File: src/tga_rle_pkg.sv
`timescale 1ns / 1ps
// ----------------------------------------------------------------------------
// tga_rle_pkg
// Shared types and constants for the TGA pixel-data decoder.
// ----------------------------------------------------------------------------
package tga_rle_pkg;

  // Longest packet accepted from a run-length header.
  localparam logic [7:0] MAX_RUN = 8'd128;

  localparam int CFG_IDX_W  = 3;
  localparam int CFG_DATA_W = 16;

  // Configuration register indexes
  localparam logic [CFG_IDX_W-1:0] CFG_RLE_MODE        = 3'd0;
  localparam logic [CFG_IDX_W-1:0] CFG_BYTES_PER_PIXEL = 3'd1;
  localparam logic [CFG_IDX_W-1:0] CFG_IMAGE_COLUMNS   = 3'd2;
  localparam logic [CFG_IDX_W-1:0] CFG_IMAGE_ROWS      = 3'd3;
  localparam logic [CFG_IDX_W-1:0] CFG_BOTTOM_UP       = 3'd4;

  localparam logic [2:0]  BPP_24       = 3'd3;
  localparam logic [15:0] MIN_COLUMNS  = 16'd4;
  localparam logic [7:0]  OPAQUE_ALPHA = 8'd255;

  typedef struct packed {
    logic [7:0] data_byte;
    logic       first_byte;
    logic       final_byte;
  } in_item_t;

  typedef struct packed {
    logic [15:0] out_row;
    logic [15:0] out_column;
    logic [7:0]  repeat_count;
    logic [7:0]  colour_byte0;
    logic [7:0]  colour_byte1;
    logic [7:0]  colour_byte2;
    logic [7:0]  alpha;
    logic        segment_last;
    logic        image_done;
    logic        truncated;
  } out_item_t;

  // controller -> datapath
  typedef struct packed {
    logic take_byte;
    logic emit_seg;
  } dp_cmd_t;

  // datapath -> controller
  typedef struct packed {
    logic out_free;
    logic want_span;
    logic seg_last;
  } dp_status_t;

endpackage

File: src/tga_rle_ctrl.sv
`timescale 1ns / 1ps
// ----------------------------------------------------------------------------
// tga_rle_ctrl
// Sequencer: takes one byte at a time, then walks the segments of a pixel.
// ----------------------------------------------------------------------------
module tga_rle_ctrl (
  input  logic                   clk,
  input  logic                   rst_n,
  input  logic                   in_valid,
  output logic                   in_stall,
  input  tga_rle_pkg::dp_status_t status,
  output tga_rle_pkg::dp_cmd_t    cmd
);
  import tga_rle_pkg::*;

  typedef enum logic {
    ST_IDLE,
    ST_SPAN
  } state_t;

  state_t state_r, state_nxt;

  always_comb begin
    cmd.take_byte = (state_r == ST_IDLE) && in_valid && status.out_free;
    cmd.emit_seg  = (state_r == ST_SPAN) && status.out_free;
    in_stall      = !((state_r == ST_IDLE) && status.out_free);
  end

  always_comb begin
    state_nxt = state_r;
    unique case (state_r)
      ST_IDLE: begin
        if (cmd.take_byte && status.want_span) state_nxt = ST_SPAN;
      end
      ST_SPAN: begin
        if (cmd.emit_seg && status.seg_last) state_nxt = ST_IDLE;
      end
      default: state_nxt = ST_IDLE;
    endcase
  end

  always_ff @(posedge clk) begin
    if (!rst_n) begin
      state_r <= ST_IDLE;
    end else begin
      state_r <= state_nxt;
    end
  end

endmodule

File: src/tga_rle_dp.sv
`timescale 1ns / 1ps
// ----------------------------------------------------------------------------
// tga_rle_dp
// Config registers, decode state, segment splitter and output register.
// ----------------------------------------------------------------------------
module tga_rle_dp (
  input  logic                                  clk,
  input  logic                                  rst_n,
  input  tga_rle_pkg::in_item_t                 in_data,
  output logic                                  out_valid,
  input  logic                                  out_stall,
  output tga_rle_pkg::out_item_t                out_data,
  input  logic                                  cfg_we,
  input  logic [tga_rle_pkg::CFG_IDX_W-1:0]     cfg_index,
  input  logic [tga_rle_pkg::CFG_DATA_W-1:0]    cfg_data,
  input  tga_rle_pkg::dp_cmd_t                  cmd,
  output tga_rle_pkg::dp_status_t               status
);
  import tga_rle_pkg::*;

  // configuration
  logic        rle_mode_r;
  logic [2:0]  bpp_r;
  logic [15:0] cols_r;
  logic [15:0] rows_r;
  logic        bottom_up_r;

  // decode state
  logic [15:0] row_r, row_nxt;
  logic [15:0] col_r, col_nxt;
  logic [7:0]  prem_r, prem_nxt;
  logic        is_run_r, is_run_nxt;
  logic [1:0]  bip_r, bip_nxt;
  logic [23:0] pix_r, pix_nxt;
  logic        fin_r, fin_nxt;
  logic [7:0]  alpha_r, alpha_nxt;
  logic [7:0]  span_rem_r, span_rem_nxt;
  logic        final_r, final_nxt;

  // output register
  logic        out_valid_r, out_valid_nxt;
  out_item_t   out_data_r, out_data_nxt;

  // restart-adjusted view of the state for the byte being taken
  logic [15:0] eff_row, eff_col;
  logic [7:0]  eff_prem;
  logic        eff_run, eff_fin;
  logic [1:0]  eff_bip;
  logic [23:0] eff_pix;

  logic        narrow, is_hdr, pix_more, pix_done, marker_cond;
  logic [7:0]  hdr_count, px_count;
  logic [23:0] pix_upd;
  logic [7:0]  b;

  // segment splitter
  logic [15:0] avail, drow;
  logic [7:0]  seg_n;
  logic [16:0] col_sum;
  logic        row_end, seg_done, seg_last, seg_trunc;
  logic [7:0]  rem_after;
  logic        load_seg, load_marker;

  // status toward the sequencer
  logic        out_free, want_span;

  // ---------------- configuration ----------------
  always_ff @(posedge clk) begin
    if (!rst_n) begin
      rle_mode_r  <= 1'b0;
      bpp_r       <= 3'd4;
      cols_r      <= 16'd4;
      rows_r      <= 16'd1;
      bottom_up_r <= 1'b1;
    end else if (cfg_we) begin
      unique case (cfg_index)
        CFG_RLE_MODE:        rle_mode_r  <= cfg_data[0];
        CFG_BYTES_PER_PIXEL: bpp_r       <= cfg_data[2:0];
        CFG_IMAGE_COLUMNS:   cols_r      <= cfg_data;
        CFG_IMAGE_ROWS:      rows_r      <= cfg_data;
        CFG_BOTTOM_UP:       bottom_up_r <= cfg_data[0];
        default: ;
      endcase
    end
  end

  // ---------------- byte decode ----------------
  always_comb begin
    b = in_data.data_byte;
    if (in_data.first_byte) begin
      eff_row  = rows_r - 16'd1;
      eff_col  = '0;
      eff_prem = '0;
      eff_run  = 1'b0;
      eff_bip  = '0;
      eff_pix  = '0;
      eff_fin  = (rows_r == 16'd0);
    end else begin
      eff_row  = row_r;
      eff_col  = col_r;
      eff_prem = prem_r;
      eff_run  = is_run_r;
      eff_bip  = bip_r;
      eff_pix  = pix_r;
      eff_fin  = fin_r;
    end

    narrow    = cols_r < MIN_COLUMNS;
    is_hdr    = rle_mode_r && (eff_prem == 8'd0);
    hdr_count = {1'b0, b[6:0]} + 8'd1;
    if (hdr_count > MAX_RUN) hdr_count = MAX_RUN;

    pix_upd = eff_pix;
    case (eff_bip)
      2'd0:    pix_upd[7:0]   = b;
      2'd1:    pix_upd[15:8]  = b;
      2'd2:    pix_upd[23:16] = b;
      default: ;
    endcase

    // more bytes still needed for this pixel
    pix_more = (bpp_r == BPP_24) ? (eff_bip < 2'd2) : (eff_bip < 2'd3);
    pix_done = !is_hdr && !pix_more;
    px_count = (rle_mode_r && eff_run) ? eff_prem : 8'd1;

    marker_cond = !eff_fin && (narrow || (in_data.final_byte && !pix_done));
    want_span   = !eff_fin && !narrow && pix_done;
  end

  // ---------------- segment splitter ----------------
  always_comb begin
    avail     = (col_r < cols_r) ? (cols_r - col_r) : 16'd1;
    seg_n     = ({8'd0, span_rem_r} < avail) ? span_rem_r : avail[7:0];
    drow      = bottom_up_r ? row_r : (rows_r - 16'd1 - row_r);
    col_sum   = {1'b0, col_r} + {9'd0, seg_n};
    row_end   = col_sum >= {1'b0, cols_r};
    seg_done  = row_end && (row_r == 16'd0);
    rem_after = span_rem_r - seg_n;
    seg_last  = (rem_after == 8'd0) || seg_done;
    seg_trunc = seg_last && final_r && !seg_done;
  end

  assign load_seg    = cmd.emit_seg;
  assign load_marker = cmd.take_byte && marker_cond;

  // ---------------- next state ----------------
  always_comb begin
    row_nxt       = row_r;
    col_nxt       = col_r;
    prem_nxt      = prem_r;
    is_run_nxt    = is_run_r;
    bip_nxt       = bip_r;
    pix_nxt       = pix_r;
    fin_nxt       = fin_r;
    alpha_nxt     = alpha_r;
    span_rem_nxt  = span_rem_r;
    final_nxt     = final_r;

    if (cmd.take_byte) begin
      row_nxt    = eff_row;
      col_nxt    = eff_col;
      prem_nxt   = eff_prem;
      is_run_nxt = eff_run;
      bip_nxt    = eff_bip;
      pix_nxt    = eff_pix;
      fin_nxt    = eff_fin;
      if (!eff_fin) begin
        if (narrow) begin
          fin_nxt = 1'b1;
        end else if (is_hdr) begin
          prem_nxt   = hdr_count;
          is_run_nxt = b[7];
          bip_nxt    = '0;
        end else begin
          pix_nxt = pix_upd;
          if (pix_more) begin
            bip_nxt = eff_bip + 2'd1;
          end else begin
            bip_nxt      = '0;
            alpha_nxt    = (bpp_r == BPP_24) ? OPAQUE_ALPHA : b;
            span_rem_nxt = px_count;
            final_nxt    = in_data.final_byte;
            if (rle_mode_r) prem_nxt = eff_prem - px_count;
          end
        end
      end
    end

    if (cmd.emit_seg) begin
      span_rem_nxt = rem_after;
      if (row_end) begin
        col_nxt = '0;
        if (row_r == 16'd0) fin_nxt = 1'b1;
        else                row_nxt = row_r - 16'd1;
      end else begin
        col_nxt = col_sum[15:0];
      end
    end
  end

  // ---------------- output register ----------------
  always_comb begin
    out_data_nxt  = out_data_r;
    out_valid_nxt = out_valid_r && out_stall;
    if (load_seg) begin
      out_valid_nxt             = 1'b1;
      out_data_nxt.out_row      = drow;
      out_data_nxt.out_column   = col_r;
      out_data_nxt.repeat_count = seg_n;
      out_data_nxt.colour_byte0 = pix_r[7:0];
      out_data_nxt.colour_byte1 = pix_r[15:8];
      out_data_nxt.colour_byte2 = pix_r[23:16];
      out_data_nxt.alpha        = alpha_r;
      out_data_nxt.segment_last = seg_last;
      out_data_nxt.image_done   = seg_done;
      out_data_nxt.truncated    = seg_trunc;
    end else if (load_marker) begin
      out_valid_nxt             = 1'b1;
      out_data_nxt              = '0;
      out_data_nxt.segment_last = 1'b1;
      out_data_nxt.truncated    = 1'b1;
    end
    out_free = !out_valid_r || !out_stall;
  end

  assign status = '{out_free: out_free, want_span: want_span, seg_last: seg_last};

  always_ff @(posedge clk) begin
    if (!rst_n) begin
      row_r       <= '0;
      col_r       <= '0;
      prem_r      <= '0;
      is_run_r    <= 1'b0;
      bip_r       <= '0;
      pix_r       <= '0;
      fin_r       <= 1'b0;
      span_rem_r  <= '0;
      final_r     <= 1'b0;
      out_valid_r <= 1'b0;
    end else begin
      row_r       <= row_nxt;
      col_r       <= col_nxt;
      prem_r      <= prem_nxt;
      is_run_r    <= is_run_nxt;
      bip_r       <= bip_nxt;
      pix_r       <= pix_nxt;
      fin_r       <= fin_nxt;
      span_rem_r  <= span_rem_nxt;
      final_r     <= final_nxt;
      out_valid_r <= out_valid_nxt;
    end
  end

  always_ff @(posedge clk) begin
    alpha_r    <= alpha_nxt;
    out_data_r <= out_data_nxt;
  end

  assign out_valid = out_valid_r;
  assign out_data  = out_data_r;

`ifndef SYNTHESIS
  // a held transaction is never overwritten
  a_no_overwrite: assert property (@(posedge clk) disable iff (!rst_n)
    (out_valid_r && out_stall) |-> !(load_seg || load_marker))
    else $error("output register overwritten while stalled");

  // a segment is only cut while pixels remain
  a_span_nonempty: assert property (@(posedge clk) disable iff (!rst_n)
    cmd.emit_seg |-> (span_rem_r != 8'd0))
    else $error("segment emitted with no pixels left");

  // byte intake and segment output never overlap
  a_cmd_exclusive: assert property (@(posedge clk) disable iff (!rst_n)
    !(cmd.take_byte && cmd.emit_seg))
    else $error("byte taken during segment output");
`endif

endmodule

File: src/tga_rle_pixel_decoder.sv
`timescale 1ns / 1ps
// ----------------------------------------------------------------------------
// tga_rle_pixel_decoder
// TGA pixel-data decoder (raw and run-length, 24/32 bpp) emitting row-bounded
// write segments.
// ----------------------------------------------------------------------------
//  channel | ports                          | transaction
//  --------+--------------------------------+-------------------------------
//  in      | in_valid, in_stall, in_data    | one pixel-data byte
//  out     | out_valid, out_stall, out_data | one write segment or marker
//  cfg     | cfg_we, cfg_index, cfg_data    | one register write
//
//  A byte that finishes a pixel is followed by its segments: one for raw
//  data, up to 33 for a 128-pixel run split over 4-column rows; no byte is
//  taken until the last is cut. The segment splitter cuts one segment per
//  cycle while the output is not stalled. Synchronous active-low reset loads
//  the register defaults and an idle decoder. A stalled output holds the
//  result register and blocks both byte intake and segment cutting.
// ----------------------------------------------------------------------------
module tga_rle_pixel_decoder (
  input  logic                                  clk,
  input  logic                                  rst_n,
  input  logic                                  in_valid,
  output logic                                  in_stall,
  input  tga_rle_pkg::in_item_t                 in_data,
  output logic                                  out_valid,
  input  logic                                  out_stall,
  output tga_rle_pkg::out_item_t                out_data,
  input  logic                                  cfg_we,
  input  logic [tga_rle_pkg::CFG_IDX_W-1:0]     cfg_index,
  input  logic [tga_rle_pkg::CFG_DATA_W-1:0]    cfg_data
);
  import tga_rle_pkg::*;

  dp_cmd_t    cmd;
  dp_status_t status;

  // sequencer: decides when a byte is taken and when a segment is cut
  tga_rle_ctrl u_ctrl (
    .clk      (clk),
    .rst_n    (rst_n),
    .in_valid (in_valid),
    .in_stall (in_stall),
    .status   (status),
    .cmd      (cmd)
  );

  // decode state, row/column walk and result register
  tga_rle_dp u_dp (
    .clk       (clk),
    .rst_n     (rst_n),
    .in_data   (in_data),
    .out_valid (out_valid),
    .out_stall (out_stall),
    .out_data  (out_data),
    .cfg_we    (cfg_we),
    .cfg_index (cfg_index),
    .cfg_data  (cfg_data),
    .cmd       (cmd),
    .status    (status)
  );

endmodule
File: config.mk
export PLATFORM = sky130hd
export DESIGN_NAME = tga_rle_pixel_decoder
export DESIGN_NICKNAME = d
export VERILOG_FILES = /design/src/tga_rle_pkg.sv /design/src/tga_rle_ctrl.sv /design/src/tga_rle_dp.sv /design/src/tga_rle_pixel_decoder.sv
export SDC_FILE = /design/constraint.sdc
export NUM_CORES = 1
export LEC_CHECK = 0
export BUFFER_PORTS_ARGS = -buffer_cell sky130_fd_sc_hd__buf_2
export CAP_MARGIN = 20
export CORE_MARGIN = 1.5
export CORE_UTILIZATION = 45
export DETAILED_ROUTE_END_ITERATION = 8
export PLACE_DENSITY = 0.76
export SLEW_MARGIN = 20
export SYNTH_ARGS = -nofsm -noshare
export SYNTH_HDL_FRONTEND = slang
export SYNTH_SLANG_ARGS = --single-unit
File: constraint.sdc
create_clock -name clk -period 6.81 [get_ports clk]
set_input_delay 0.681 -clock clk [delete_from_list [all_inputs] [get_ports clk]]
set_output_delay 0.681 -clock clk [all_outputs]
set_load 0.005 [all_outputs]
# Word level (Yosys, flattened, before mapping)
# Index checks and enable logic that the tools add are counted.
dict set report classes {
  magnitude_cmp 7
  div_mod_pow 0
  muxes 57
  bitwise 5
  eq_ne 11
  shifts 0
  n_reduce_logical 47
  multipliers 0
  addsub 9
}
# op count
set ops {}
lappend ops {{2-to-1 mux 16 bit} 11}
lappend ops {{2-to-1 mux 75 bit} 2}
lappend ops {{2-to-1 mux 8 bit} 18}
lappend ops {{2-to-1 mux 24 bit} 4}
lappend ops {{zero test 16 bit} 2}
lappend ops {{subtractor 16 x 1 -> 16 bit, second input constant} 2}
lappend ops {{subtractor 16 bit} 2}
lappend ops {{logical AND 1 bit} 18}
lappend ops {{adder 16 x 8 -> 17 bit} 1}
lappend ops {{>= comparator 17 x 16 -> 1 bit} 1}
lappend ops {{zero test 8 bit} 2}
lappend ops {{less-than comparator 16 bit} 1}
lappend ops {{less-than comparator 16 x 3 -> 1 bit, second input constant} 1}
lappend ops {{less-than comparator 8 x 16 -> 1 bit} 1}
lappend ops {{2-to-1 mux 1 bit} 16}
lappend ops {{subtractor 8 bit} 2}
lappend ops {{AND reduction 2 bit} 6}
lappend ops {{2-to-1 mux 2 bit} 5}
lappend ops {{AND reduction 5 bit} 2}
lappend ops {{== test 3 x 2 -> 1 bit, second input constant} 3}
lappend ops {{zero test 1 bit} 9}
lappend ops {{adder 7 x 1 -> 8 bit, second input constant} 1}
lappend ops {{greater-than comparator 8 bit, second input constant} 1}
lappend ops {{inequality test 2 bit, second input constant} 4}
lappend ops {{12 further kinds} 21}
dict set report totals {
  mem_bits_rw 0
  in_bits 34
  latch_bits 0
  mem_count 0
  word_cells 163
  rom_bits 0
  ff_bits 199
}

# Logic depth before layout (Yosys ltp)
# Gate-level depths: netlist of run 1.
dict set report depth {
  depth_word 12
  ltp_mapped 38
  depth_no_buf 36
}

# Modules after synthesis
# A second synthesis of run 1 with hierarchy kept.
dict set report hier_totals {
  cells_unflattened 1389
  hier_area_um2 11928.9
}
# mod instances area_each_um2 cells_each seq_area_each_um2
set by_module_without_submodules {}
lappend by_module_without_submodules {tga_rle_dp 1 11863.9 1381 4794.6}
lappend by_module_without_submodules {tga_rle_ctrl 1 65.1 8 20.0}

# Worst setup path before layout of run 1
# Ideal clock, no wire load.
dict set report synth_path {
  path_kind {reg2reg}
  startpoint {register u_dp.col_r[0]}
  endpoint {register u_dp.row_r[8]}
  n_path_buf 2
  synth_period_minus_slack_ns 7.454
  path_stages_with_launch 37
  setup_slack_ns -0.644
  t_arrival_ns 7.380
  required_ns 6.736
  path_cell_list {dfxtp_1 -> ha_1 -> inv_1 -> fa_1 -> a21o_1 -> a221oi_2 -> a21oi_2 -> a2bb2oi_1 -> buf_4 -> nor2_1 -> inv_1 -> ha_1 -> a21o_1 -> a21o_1 -> a211oi_1 -> o211ai_1 -> nand4_1 -> a21boi_0 -> inv_1 -> fa_1 -> a21o_1 -> a211oi_1 -> nor2_1 -> o41a_1 -> nand3_1 -> nor2_1 -> xnor2_1 -> ha_1 -> and4_1 -> o21ai_0 -> a21oi_1 -> o221a_2 -> o211ai_2 -> or2_1 -> buf_2 -> or4_1 -> a31oi_1}
}
dict set report synth_between {
  elab_chain_cells 8
}
# element line_no
set synth_lines {}
lappend synth_lines {{from (decl)} tga_rle_dp.sv:30} ;# logic [15:0] col_r, col_nxt;
lappend synth_lines {{from (signal assigned)} tga_rle_dp.sv:242} ;# col_r <= col_nxt;
lappend synth_lines {{subtractor 16 bit / less-than comparator 16 bit (equally long branches)} tga_rle_dp.sv:132} ;# avail = (col_r < cols_r) ? (cols_r - col_r) : 16'd1;
lappend synth_lines {{2-to-1 mux 16 bit *} tga_rle_dp.sv:132}
lappend synth_lines {{less-than comparator 8 x 16 -> 1 bit} tga_rle_dp.sv:133} ;# seg_n = ({8'd0, span_rem_r} < avail) ? span_rem_r : avail[7:0];
lappend synth_lines {{2-to-1 mux 8 bit *} tga_rle_dp.sv:133}
lappend synth_lines {{named net u_dp.seg_n[1]} tga_rle_dp.sv:58} ;# logic [7:0] seg_n;
lappend synth_lines {{adder 16 x 8 -> 17 bit *} tga_rle_dp.sv:135} ;# col_sum = {1'b0, col_r} + {9'd0, seg_n};
lappend synth_lines {{>= comparator 17 x 16 -> 1 bit *} tga_rle_dp.sv:136} ;# row_end = col_sum >= {1'b0, cols_r};
lappend synth_lines {{2-to-1 mux 16 bit *} tga_rle_dp.sv:191} ;# if (row_end) begin
lappend synth_lines {{2-to-1 mux 16 bit *} tga_rle_dp.sv:189} ;# if (cmd.emit_seg) begin
lappend synth_lines {{to (signal assigned)} tga_rle_dp.sv:241} ;# row_r <= row_nxt;
lappend synth_lines {{to (decl)} tga_rle_dp.sv:29} ;# logic [15:0] row_r, row_nxt;
# Mark *: on every way through the listed nets, which the timed path passes. The rest lies on a longest branch.
# A chain may end at the register's enable or synchronous reset.

# Worst setup path in the final report of run 1
dict set report layout_path {
  startpoint {register u_dp.cols_r[0]}
  endpoint {register u_dp.col_r[9]}
}
dict set report layout_between {
  elab_chain_cells 8
}
# element line_no
set layout_lines {}
lappend layout_lines {{from (decl)} tga_rle_dp.sv:24} ;# logic [15:0] cols_r;
lappend layout_lines {{from (signal assigned)} tga_rle_dp.sv:79} ;# CFG_IMAGE_COLUMNS: cols_r <= cfg_data;
lappend layout_lines {{subtractor 16 bit / less-than comparator 16 bit (equally long branches)} tga_rle_dp.sv:132}
lappend layout_lines {{2-to-1 mux 16 bit *} tga_rle_dp.sv:132}
lappend layout_lines {{less-than comparator 8 x 16 -> 1 bit} tga_rle_dp.sv:133}
lappend layout_lines {{2-to-1 mux 8 bit *} tga_rle_dp.sv:133}
lappend layout_lines {{named net u_dp.seg_n[1]} tga_rle_dp.sv:58}
lappend layout_lines {{adder 16 x 8 -> 17 bit *} tga_rle_dp.sv:135}
lappend layout_lines {{>= comparator 17 x 16 -> 1 bit} tga_rle_dp.sv:136}
lappend layout_lines {{2-to-1 mux 16 bit *} tga_rle_dp.sv:191}
lappend layout_lines {{2-to-1 mux 16 bit *} tga_rle_dp.sv:189}
# Marks and branches as above.

==> results of run 1 <==
==> report_power, final <==
group / switching [mW] / leakage [nW] / total (mW) / internal, mW
clock network: 0.542 / 0.305 / 1.05 / 0.512
registers: 0.0199 / 1.73 / 1.29 / 1.27
logic: 0.310 / 4.09 / 0.539 / 0.229
==> worst max-delay path, delay by kind of cell (launching register included) <==
kind            cells  cell delay [ns]
compound gates     16             3.50
xor+xnor            1             0.24
fa+ha+maj           5             1.35
buf+inv             6             0.52
flops               1             0.33
simple gates        8             0.92
==> cells by family (layout without fill, tap and decap cells) <==
kind of cell,count (synthesis),in the layout
xor gates and xnor gates,55,55
muxes,25,25
adders and majority gates,82,82
other,0,1
DFF,199,199
AOI/OAI and AO/OA,328,328
buffers and inverters,147,362
and+or+nand+nor,514,514
==> metrics by stage <==
step	power [mW]	hold WS, ns
2_1_floorplan	1.66	0.427
3_3_place_gp	1.81	0.436
3_5_place_dp	1.82	0.443
4_1_cts	2.88	0.454
5_1_grt	3.00	0.482
6_report	2.89	0.452
==> final cells by class <==
type	instances	area [um^2]	share of cell area
Inverter	83	312	0.0213
Multi-Input combinational cell	1004	6840	0.468
Tap cell	335	419	0.0287
Clock buffer	17	425	0.0291
Clock inverter	15	203	0.0139
Timing Repair Buffer	247	1590	0.109
Antenna cell	1	2.50	0.000171
Sequential cell	199	4820	0.330
==> worst max path at each step <==
stage / from / end / depth (start not counted)
3_5_place_dp: u_dp.cols_r[1] / u_dp.row_r[8] / 32
6_report: u_dp.cols_r[0] / u_dp.col_r[9] / 36
2_1_floorplan: u_dp.col_r[0] / u_dp.row_r[8] / 36
3_3_place_gp: u_dp.col_r[10] / u_dp.row_r[8] / 35
4_1_cts: u_dp.cols_r[0] / u_dp.row_r[8] / 35
5_1_grt: u_dp.col_r[1] / u_dp.col_r[9] / 33
==> layout by cell type (no fill, tap or decap), types with 30 or more instances in the layout <==
cell type / n
nor2_1: 150
xnor2_1: 30
and3_1: 48
a21oi_1: 90
a22oi_1: 38
nand3_1: 34
inv_1: 77
o21ai_0: 43
nand2_1: 149
buf_2: 110
ha_1: 70
dfxtp_1: 111
buf_4: 134
edfxtp_1: 83
==> routing by layer <==
| metal | up-vias | GRT usage | part of all wire |
|---|---|---|---|
| met2 | 407 | 0.403 | 0.48 |
| met1 | 5146 | 0.324 | 0.44 |
| li1 | 5269 | - | - |
| met4 | 0 | 0.0950 | 0.028 |
| met3 | 74 | 0.0327 | 0.059 |
| met5 | - | 0 | 0 |
==> registers in the layout, indices dropped and copies added, names as in the netlist <==
register	cells
u_ctrl.state_r	1
u_dp.alpha_r	8
u_dp.bip_r	2
u_dp.bottom_up_r	1
u_dp.bpp_r	3
u_dp.col_r	16
u_dp.cols_r	16
u_dp.fin_r	1
u_dp.final_r	1
u_dp.is_run_r	1
u_dp.out_data	75
u_dp.out_valid	1
u_dp.pix_r	24
u_dp.prem_r	8
u_dp.rle_mode_r	1
u_dp.row_r	16
u_dp.rows_r	16
u_dp.span_rem_r	8
==> timing repair <==
action                     4_1_cts  5_1_grt
setup endpoints to repair       37       37
pin swaps                       15       16
gates resized for setup         33       21
buffers inserted                 6        6
==> results.md, run 1 <==
- The total routed wirelength is 33100 um.
- In the finished design, the share of the clock period the worst path needs comes to 1.02.
- The number of cells on the worst reg-to-reg path is 36.
- At the end of the flow, the number of nets in the layout was 1668.
- The final routed DRC violation total is 0.
- STA classifies the critical path startpoint as a flop.
- The filler cell count is ~2.2k.
- The worst setup path is of the flop to flop kind.
- In the final routed layout, each cell accounts on average for 17.4 um.
- The most common cell in the synthesized netlist is nor2_1.
- The share of async-settable or async-resettable flops after synthesis is 0.
- Counting instances in the post-synthesis netlist gives the leading cell types as 154 x nor2_1, 152 x nand2_1, 116 x dfxtp_1.
- The final route contains 10.9k vias.
- Across the run, the number of max-cap violations was 0.
- The initial utilization of the core area, before any placement, comes to 0.456.
- The cell area that synthesis handed to floorplanning was 0.0118 mm^2.
- Derived from the worst setup path, the maximum achievable clock frequency is 0.144 GHz.
- Clock tree synthesis found a total of 199 sinks.
- Data on the critical path arrives at its endpoint at roughly 7.3 ns.
- Counting tap cells, the placed design contains a total of between 1.5k and 2k instances.
- Yosys mapped a number of flops with a built-in enable equal to 83.
- The worst register-to-register path begins at u_dp.cols_r[0].
- The min-delay analysis places its worst path in the category flop to flop.
- The highest net fanout along the worst path is 6.
- The first-pass GRT wire length is 52500 um.
- The largest individual stage delay along the critical path comes from the cell fa_2.
- The compound-cell area share of the yosys netlist came to 0.186.
- Across all setup checks in the final design, the least slack found is -0.117 ns.
- The final setup violation count is 7.
- The multiplexer share of the synthesized area is 0.0217.
- After clock tree synthesis, the clock-pin slew on the worst setup and hold paths is 0.08 ns.
- Across the routed clock network, the largest skew measured is 0.0156 ns.
- The root buffer cell is clkbuf_16.
- Buffers placed on the I/O ports in this run total 110.
- At the later pin of the worst-skew pair, clock insertion delay measures around 0.45 ns.
- The checks that failed: negative setup slack.
- Setup repair after global routing could not meet its margin everywhere.
- Synthesis produced a netlist whose cell count is ~1.4k.
- The post-synthesis average cell area is 8.76 um^2.
- The total leakage power is 6.12 nW.
- The startpoint identified for the worst hold timing path is u_dp.bip_r[1].
- The deepest level of the CTS H-tree is 4.
- The initial antenna violation count was 0.
- After the first detailed-routing iteration, the DRC count stood at 852.
- For the pin with the worst max-slew slack, the measured transition is 1.03 ns.
- Across every metal layer, demand over resource in global routing totals 0.244.
- The worst setup slack before clock tree synthesis is -0.376 ns.
- The maximum cell stage delay along the critical path is 0.37 ns.
- The die span in y is 165 um.
- The pin count of the biggest net entering global routing is 76.
- The library cell appearing most often on the critical path is a21o_1.
- The synthesized design contains slightly below 200 register bits.
- The overall die width is approximately 170 um.
- Of the total synthesized cell area, the portion taken by full adders, half adders and majority gates is 0.0893.
- The maximum vdd drop is 0.000139 V.
- After routing the design area is around 0.015 mm^2.
- In the final layout, the share of cells above drive strength 1 is 0.230.
- After the flow finishes, the layout carries non-filler instances totaling 1901.
- Detailed placement ended at an HPWL of ~24000 um.
- The critical path capture point type is a flop.
- Of the total synthesized cell area, the portion taken by XOR and XNOR cells is 0.0407.
- Across all register-to-register paths, the minimum setup slack is -0.12 ns.
- The top cell type's share of synthesized area is 0.211.
- The worst-case headroom to the max-slew limit is 0.314.
- The number of nets handed over by synthesis was 1466.
- The total global routing overflow is 0.
- In this run the count of I/O pins placed on the die edge is 111.
- The area added between synthesis and finish is 23.6%.
- The count of nets left with antenna violations after detail routing is 0.
- The congestion estimate from routability-driven global placement came to roughly 0.93.
- At the end of the flow the core is filled with cells to 0.564.
- The longest clock path from root to sink contains 2 buffers.
- The via count of the first global-routing pass was 10.2k.
- The leading register cell type out of synthesis is dfxtp_1.
- The cell taking the most area after synthesis is edfxtp_1.
- The shortest clock period the worst path allows after layout is 6.93 ns.
- The reg-to-reg critical path endpoint is u_dp.col_r[9].
- The count of hold-fix buffers inserted at cts is 0.
- The power density relative to cell area is 197 mW/mm^2.
- The yosys synthesis warning count is 0.
- The distinct cell type count after synthesis is 79.
- The standard-cell row count is approximately 60.
- Of the total synthesized cell area, the portion taken by AND, OR, NAND and NOR gates is 0.207.
- The aggregate negative setup slack is -0.223 ns.
- The main combinational cell family by area after synthesis is simple AND/OR/NAND/NOR gates.
- The core footprint is 0.0259 mm^2.
- The final number of max-transition violations came to 0.
- Ranked by total cell area, the synthesized netlist is headed by edfxtp_1 21%, dfxtp_1 20%, ha_1 8.3%.
- The fraction of the yosys area taken by sequential cells is 0.407.
- The data required time of the critical path is approximately 7 ns.
- The endpoint of the worst hold path is u_dp.bip_r[1].
- The number of detailed-route iterations in the first pass is 6.
- The CTS tree is done.
- Counting instances, the worst hold path has a depth of 2.
- Once placement finished, the instance area stood at 0.0136 mm^2.
- The run finished, with violations left.
- The via count normalized by instance count is approximately 5.7.
- The die covers 0.0273 mm^2.
- The number of CTS-inserted buffers is 17.
- The hold violation total from the final report is 0.
(Power assumes the default switching activity.)
==> inputs of run 2 (changes only) <==
CORE_UTILIZATION = 33   (was 45)
PLACE_DENSITY = 0.61   (was 0.76)
==> run 2 against run 1 <==
Effect of this change: the flow still finishes with violations (negative setup slack); critical path depth shrank 1; register-to-register slack worse by 0.08 ns; sequential cell count stayed put; clock skew fell by 0.0013 ns; largest power group unchanged.
==> results.md, run 2 (same netlist as run 1, synthesis figures left out) <==
- The initial cell density of the core came to 0.334 (-0.122).
- The final period utilization came to 1.03 (+0.0116).
- The class of the tightest hold or removal check is flop to flop.
- The number of ports placed on the die boundary came to 111 (unchanged).
- The slew at the pin closest to its max-slew limit came to 1.03 ns (+0.00552 ns).
- The final standard cell count with taps included and fillers excluded is 2035 (+7.0%).
- The total die area was 0.0370 mm^2 (+36%).
- The die span in y was 192 um (+16%).
- The core footprint came to 0.0354 mm^2 (+37%).
- The maximum cell stage delay along the critical path is 0.41 ns (+0.04 ns).
- The worst setup path is of the flop to flop kind.
- The area occupied by multi-input gates was 0.00687 mm^2 (+0.38%).
- The filler cell count was 3578 (+63%).
- The clock insertion delay at the later pin of the skew report was 0.46 ns (about the same).
- The total routed wirelength is 34300 um (+3.6%).
- The first-pass GRT wire length is 54600 um (+3.9%).
- The core utilization of the finished layout is 0.420 (-0.144).
- The count of nets left with antenna violations after detail routing is 0 (unchanged).
- The number of nets in the layout is 1677 (+0.54%).
- The vias after detailed routing was 10.7k (-1.8%).
- The clock transition at the registers of the reported paths is 0.09 ns (about the same).
- The fraction of final layout cells sized beyond drive strength 1 is 0.240 (+0.00949).
- The clock net sink count is 199 (unchanged).
- From synthesis to final layout, the design area changed by 25.8%.
- The total leakage power is 6.15 nW (+0.48%).
- The worst-case clock buffer depth is 2 (unchanged).
- The via count normalized by instance count is 5.26 (-8.2%).
- The number of cells traversed by the worst register-to-register path came to 35 (-2.8%).
- The final routed DRC violation total was 0 (unchanged).
- The shortest clock period the worst path allows after layout is 7.01 ns (+0.0792 ns).
- Setup repair after global routing could not meet its margin everywhere.
- The hold-critical path depth is 2 (unchanged).
- The data required time of the critical path came to 7.20 ns (about the same).
- The number of diodes is 0 (-1).
- The final reports fail on negative setup slack.
- The worst clock skew is 0.0143 ns (-0.00129 ns).
- The worst setup margin is -0.197 ns (-0.0792 ns).
- The deepest level of the CTS H-tree is 4 (unchanged).
- The total half-perimeter wirelength after legalization and detailed placement was 25300 um (+5.6%).
- The initial detailed-routing violation count came to 870 (+2.1%).
- The standard-cell row count is 69 (+17%).
- The worst slack on hold paths is 0.464 ns (+0.0124 ns).
- The total instance count after detailed placement is 1990 (+7.2%).
- The number of CTS-inserted buffers is 17 (unchanged).
- STA classifies the critical path startpoint as a flop.
- The average wire length per cell after detail routing is 16.8 um (-3.2%).
- TritonCTS built the clock tree.
- The initial antenna violation count is 0 (unchanged).
- The run finished, with violations left.
- The worst-case headroom to the max-slew limit is 0.309 (-0.00535).
- The overall die width is 192 um (+16%).
- The via count of the first global-routing pass was 10.2k (-0.0098%).
- The maximum vdd drop is 0.000160 V (+15%).
- The count of max-cap constraint violations came to 0 (unchanged).
- The arrival time at the worst endpoint is 7.40 ns (+0.10 ns).
- The flip-flop count of the largest register, all copies and words added is 75 (unchanged).
- Leaving out fill and tap cells, the most frequent cells in the layout are 149 x nand2_1, 149 x nor2_1, 133 x buf_4.
- The power density relative to cell area came to 195 mW/mm^2 (-1.0%).
- The placer's final routability congestion estimate is 0.890 (-4.5%).
- The final setup violation count is 27 (+20).
- The final number of max-transition violations is 0 (unchanged).
- The critical path capture point type is a flop.
- The top achievable clock speed was 0.143 GHz (-1.1%).
- The library cell appearing most often on the critical path is a21o_1.
- The aggregate global-route resource usage came to 0.187 (-0.0570).
- The highest-delay cell along the critical path is o41a_1.
- The hold violation total from the final report is 0 (unchanged).
- The total global routing overflow is 0 (unchanged).
- The root buffer cell is clkbuf_16.
- The pin count of the biggest net entering global routing came to 76 (unchanged).
- The count of hold-fix buffers inserted at cts was 0 (unchanged).
- The highest net fanout along the worst path came to 7 (+1).
- The total of buffers placed on input and output ports is 110 (unchanged).
- The number of detailed-route iterations in the first pass is 5 (-1).
- The storage element area is 0.00482 mm^2 (unchanged).
[run 2: cell types whose count changed in the layout (fill, tap and decap cells not counted), moves of 2 or more]
cell and delta:
clkinv_8 -2, mux2i_2 +3, mux2i_1 -3, nor3_2 -2
nand3_2 -2, a21oi_1 -4, a21oi_2 +4, o21ai_0 -5
inv_8 +2, o21ai_1 +4, buf_6 +9
[run 2: area by class of cell]
type,count,area share
Multi-Input combinational cell,1004,0.462
Sequential cell,199,0.324
Timing Repair Buffer,256,0.115
Tap cell,461,0.0388
Clock buffer,17,0.0286
Inverter,83,0.0209
Clock inverter,15,0.0114
[run 2: per-stage QoR]
| stage | setup WS [ns] | setup TNS [ns] | instance area, um^2 | power (mW) |
|---|---|---|---|---|
| 2_1_floorplan | -0.121 | -0.183 | 11900 | 1.66 |
| 3_3_place_gp | -0.235 | -4.14 | 13800 | 1.83 |
| 3_5_place_dp | -0.356 | -7.71 | 13800 | 1.84 |
| 4_1_cts | -0.0881 | -0.884 | 14500 | 2.91 |
| 5_1_grt | -0.590 | -16.32 | 14900 | 3.05 |
| 6_report | -0.197 | -2.75 | 14900 | 2.91 |
[run 2: worst max-delay path, delay by kind of cell, from the launching register on]
family          cells  cell delay [ns]
compound gates     18             3.47
fa+ha+maj           6             1.58
simple gates        7             1.25
flops               1             0.33
buf+inv             3             0.16
xor+xnor            1             0.14
[run 2: what timing repair did]
| action | CTS | global route |
|---|---|---|
| cloned | 0 | 0 |
| endpoints found under the setup margin | 37 | 37 |
| pin swaps | 19 | 24 |
| buffers inserted | 2 | 10 |
| resized for setup | 20 | 57 |
[run 2: report_power, final]
| part | internal (mW) | switching [mW] |
|---|---|---|
| logic | 0.251 | 0.315 |
| clock network | 0.500 | 0.549 |
| registers | 1.27 | 0.0201 |
[run 2: worst paths after layout]
check / slack (ns) / to / start
max reg2reg: -0.20 / u_dp.row_r[8] / u_dp.cols_r[0]
min: 0.46 / u_dp.bip_r[1] / u_dp.bip_r[1]
min reg2reg: 0.46 / u_dp.bip_r[1] / u_dp.bip_r[1]
max: -0.20 / u_dp.row_r[8] / u_dp.cols_r[0]
[run 2: routing by layer]
layer | wire [um] | GRT usage | up-vias | share of wire
li1 | - | - | 5283 | -
met1 | 16400 | 0.259 | 5122 | 0.48
met2 | 15700 | 0.298 | 257 | 0.46
met3 | 1540 | 0.0291 | 41 | 0.045
met4 | 625 | 0.0608 | 0 | 0.018
met5 | 0 | 0 | - | 0
==> inputs of run 3 (changes only) <==
SYNTH_HIERARCHICAL = 1   (was not set)
==> run 3 against run 2 <==
Effect of this change: the run still ends with negative setup slack left; count of clock-buffer cells in the layout is 3 higher; design area is 3.8% higher; largest cell class unchanged; critical path type unchanged; worst hold slack better by 0.0018 ns; die area is 0.89% higher; largest power group unchanged; clock skew is 0.0021 ns higher; highest routed layer unchanged; sequential power hardly changed; synthesized cell count is 2.9% higher.
==> results.md, run 3 <==
- Sorting the synthesized cells by area gives the leading types as edfxtp_1 21%, dfxtp_1 19%, ha_1 8.2%.
- The switching power as a share of total power is 0.295 (-0.00875).
- The post-synthesis average cell area is 8.59 um^2 (-1.9%).
- The initial cell density of the core is 0.335 (+0.00137).
- The power density relative to cell area is 194 mW/mm^2 (-0.85%).
- The post-placement cell area was 0.0140 mm^2 (+1.4%).
- The total die area is 0.0373 mm^2 (+0.89%).
- The die span in y is 193 um (+0.44%).
- The worst setup path category is flop to flop.
- The yosys synthesis warning count is 6 (+6).
- The cell taking the most area after synthesis is edfxtp_1.
- The top cell type's share of synthesized area is 0.209 (-0.00188).
- The cell sitting at the root of the clock tree is a clkbuf_16.
- The worst-case headroom to the max-slew limit is 0.319 (+0.0102).
- The fraction of the yosys area taken by sequential cells came to 0.404 (-0.00363).
- The kind of cell adding the most delay to the critical path is compound AO/OA/AOI/OAI gates.
- The worst hold path begins at u_dp/pix_r[13].
- The deepest level of the CTS H-tree is 4 (unchanged).
- Setup repair after global routing could not meet its margin everywhere.
- The reg-to-reg startpoint is u_dp/cols_r[0].
- The final period utilization is 1.04 (+0.00691).
- The number of ports placed on the die boundary is 111 (unchanged).
- The initial detailed-routing violation count is 702 (-19%).
- TritonCTS built the clock tree.
- The first-pass GRT wire length is 57200 um (+4.9%).
- The core utilization of the finished layout came to 0.434 (+0.0140).
- The via count of the first global-routing pass is 10.9k (+6.5%).
- Compared with the post-synthesis result, the final layout area differs by 29.5%.
- The fraction of power consumed by sequential logic was 0.431 (-0.014).
- The shortest clock period the worst path allows after layout was 7.05 ns (+0.0471 ns).
- The critical path capture point type is a flop.
- The clock insertion delay at the later pin of the skew report came to 0.46 ns (about the same).
- The clock net sink count is 199 (unchanged).
- The count of max-cap constraint violations is 0 (unchanged).
- The standard-cell row count is 69 (unchanged).
- The post-layout instance area came to 0.0154 mm^2 (+3.8%).
- nand2_1 is the most common cell in the netlist.
- The top achievable clock speed is 0.142 GHz (-0.67%).
- The element type at the critical path start is a flop.
- The class of the tightest hold or removal check is flop to flop.
- The clock group share of total power was 0.374 (+0.013).
- The flip-flop and latch count after synthesis is 199 (unchanged).
- The initial antenna violation count is 0 (unchanged).
- The aggregate global-route resource usage was 0.196 (+0.00885).
- The critical path starts at u_dp/cols_r[0].
- Leaving out fill and tap cells, the most frequent cells in the layout are 162 x nand2_1, 159 x buf_4, 138 x nor2_1.
- The pin count of the biggest net entering global routing is 45 (-41%).
- The number of nets in the layout is 1756 (+4.7%).
- The worst clock skew was 0.0163 ns (+0.00205 ns).
- The distinct cell type count after synthesis is 79 (unchanged).
- The total global routing overflow is 0 (unchanged).
- The flow ran to the end, but the final reports show violations.
- The filler cell count is 3537 (-1.1%).
- The placer's final routability congestion estimate came to 0.902 (+1.4%).
- The slew at the pin closest to its max-slew limit is 1.02 ns (-0.0142 ns).
- The number of detailed-route iterations in the first pass is 6 (+1).
- The clock transition at the registers of the reported paths is 0.08 ns (about the same).
- The total of buffers placed on input and output ports is 110 (unchanged).
- The number of diodes came to 0 (unchanged).
- The data required time of the critical path was 7.20 ns (about the same).
- The total routed wirelength is 36700 um (+7.1%).
- The slowest stage of the critical path is the or3_4 cell.
- The count of hold-fix buffers inserted at cts is 0 (unchanged).
- The combined area of all synthesized cells is 0.0119 mm^2 (+0.90%).
- The fraction of final layout cells sized beyond drive strength 1 is 0.261 (+0.0212).
- The worst setup margin is -0.244 ns (-0.0471 ns).
- The number of enable flip-flop cells after synthesis is 83 (unchanged).
- The checks that failed: negative setup slack.
- The combinational group share of total power is 0.194 (about the same).
- The maximum cell stage delay along the critical path was 0.41 ns (about the same).
- The highest net fanout along the worst path is 5 (-2).
- The most common cell after layout, fill and taps aside is nand2_1.
- The instance count of the mapped netlist was 1389 (+2.9%).
- The via count normalized by instance count is 5.30 (+0.77%).
- The count of nets left with antenna violations after detail routing is 0 (unchanged).
- The synthesized netlist net count was 1505 (+2.7%).
- The worst slack on hold paths is 0.466 ns (+0.00178 ns).
- The worst setup slack before clock tree synthesis is -0.454 ns (-0.0989 ns).
- The share of async-settable or async-resettable flops after synthesis came to 0 (unchanged).
- The total leakage power was 6.16 nW (+0.11%).
- The switching power total came to 0.884 mW (about the same).
- The worst-case clock buffer depth came to 2 (unchanged).
- The number of CTS-inserted buffers is 17 (unchanged).
- The flip-flop count of the largest register, all copies and words added was 75 (unchanged).
- The final standard cell count with taps included and fillers excluded is 2114 (+3.9%).
- The overall die width was 193 um (+0.44%).
- The final number of max-transition violations is 0 (unchanged).
- The buffers plus inverters on the worst setup path is 8 (+5).
- The final setup violation count is 34 (+26%).
- The arrival time at the worst endpoint was 7.44 ns (+0.04 ns).
- The average wire length per cell after detail routing came to 17.4 um (+3.1%).
- The maximum vdd drop is 0.000192 V (+20%).
- The vias after detailed routing is 11.2k (+4.7%).
- The core footprint is 0.0356 mm^2 (+0.49%).
- The hold violation total from the final report came to 0 (unchanged).
- The total half-perimeter wirelength after legalization and detailed placement is 27200 um (+7.4%).
- The internal power is 2.11 mW (+4.3%).
- The commonest cells after synthesis are 166 x nand2_1, 139 x nor2_1, 116 x dfxtp_1.
- The final routed DRC violation total is 0 (unchanged).
- The leading register cell type out of synthesis is dfxtp_1.
- The total instance count after detailed placement came to 2051 (+3.1%).
[run 3: cell count changes after synthesis, sizes merged, moves of 17 or more]
| cell | before | now |
|---|---|---|
| a22oi | 38 | 11 |
| and2 | 5 | 26 |
| and3 | 48 | 6 |
| clkbuf | 54 | 37 |
| inv | 83 | 107 |
| o22ai | 4 | 25 |
[run 3: logic make-up (layout without fill, tap and decap cells)]
| kind of cell | count (synthesis) | count (layout) | share of synthesized area |
|---|---|---|---|
| adder cells (fa/ha/maj) | 82 | 82 | 0.0885 |
| AND/OR/NAND/NOR | 519 | 519 | 0.206 |
| multiplexers | 26 | 26 | 0.0227 |
| AO/OA/AOI/OAI | 341 | 341 | 0.183 |
| XOR/XNOR | 57 | 57 | 0.0418 |
| flip-flops | 199 | 199 | 0.404 |
| buffers and inverters | 165 | 429 | 0.0538 |
[run 3: final cells by class]
cell class | count | area [um^2] | area share
timing repair buffer | 288 | 2000 | 0.129
clock inverter | 12 | 166 | 0.0108
clock buffer | 20 | 489 | 0.0317
sequential | 199 | 4820 | 0.312
inverter | 109 | 409 | 0.0265
multi-input combinational | 1025 | 6990 | 0.452
tap | 461 | 577 | 0.0373
[run 3: layer usage]
metal	part of all wire	GRT usage	vias to the layer above
met3	0.052	0.0328	54
met4	0.025	0.0657	0
met2	0.47	0.325	344
met1	0.45	0.259	5354
li1	-	-	5452
met5	0	0	-
[run 3: power by group through the flow]
stage	combinational, mW	sequential [mW]	clock [mW]
4_1_cts	0.558	1.29	1.15
6_report	0.582	1.29	1.12
5_1_grt	0.639	1.29	1.19
3_5_place_dp	0.516	1.32	0
2_1_floorplan	0.336	1.32	0
3_3_place_gp	0.512	1.32	0
[run 3: final timing paths]
check,end,cells after the start,slack [ns]
worst max-delay path,u_dp/row_r[8],38,-0.24
worst min-delay path,u_dp/pix_r[13],2,0.47
worst max register to register,u_dp/row_r[8],38,-0.24
worst min register to register,u_dp/pix_r[13],2,0.47
[run 3: metrics by stage]
step	setup TNS [ns]	power (mW)
3_3_place_gp	-3.69	1.83
3_5_place_dp	-10.24	1.83
5_1_grt	-15.28	3.12
6_report	-4.37	2.99
2_1_floorplan	0	1.66
4_1_cts	-0.782	3.00
[run 3: worst register-to-register path: cells and delay by family, from the launching register on]
family / cells / cell delay (ns)
DFF: 1 / 0.33
xor gates and xnor gates: 2 / 0.31
adders and majority gates: 6 / 1.45
muxes: 1 / 0.24
AOI/OAI and AO/OA: 13 / 2.06
buffers and inverters: 8 / 0.79
and+or+nand+nor: 8 / 1.83
[run 3: what timing repair did]
item | in CTS | in global routing
pin swaps | 32 | 33
gates resized for setup | 64 | 54
gates cloned | 1 | 1
setup endpoints to repair | 37 | 37
buffers inserted | 24 | 6
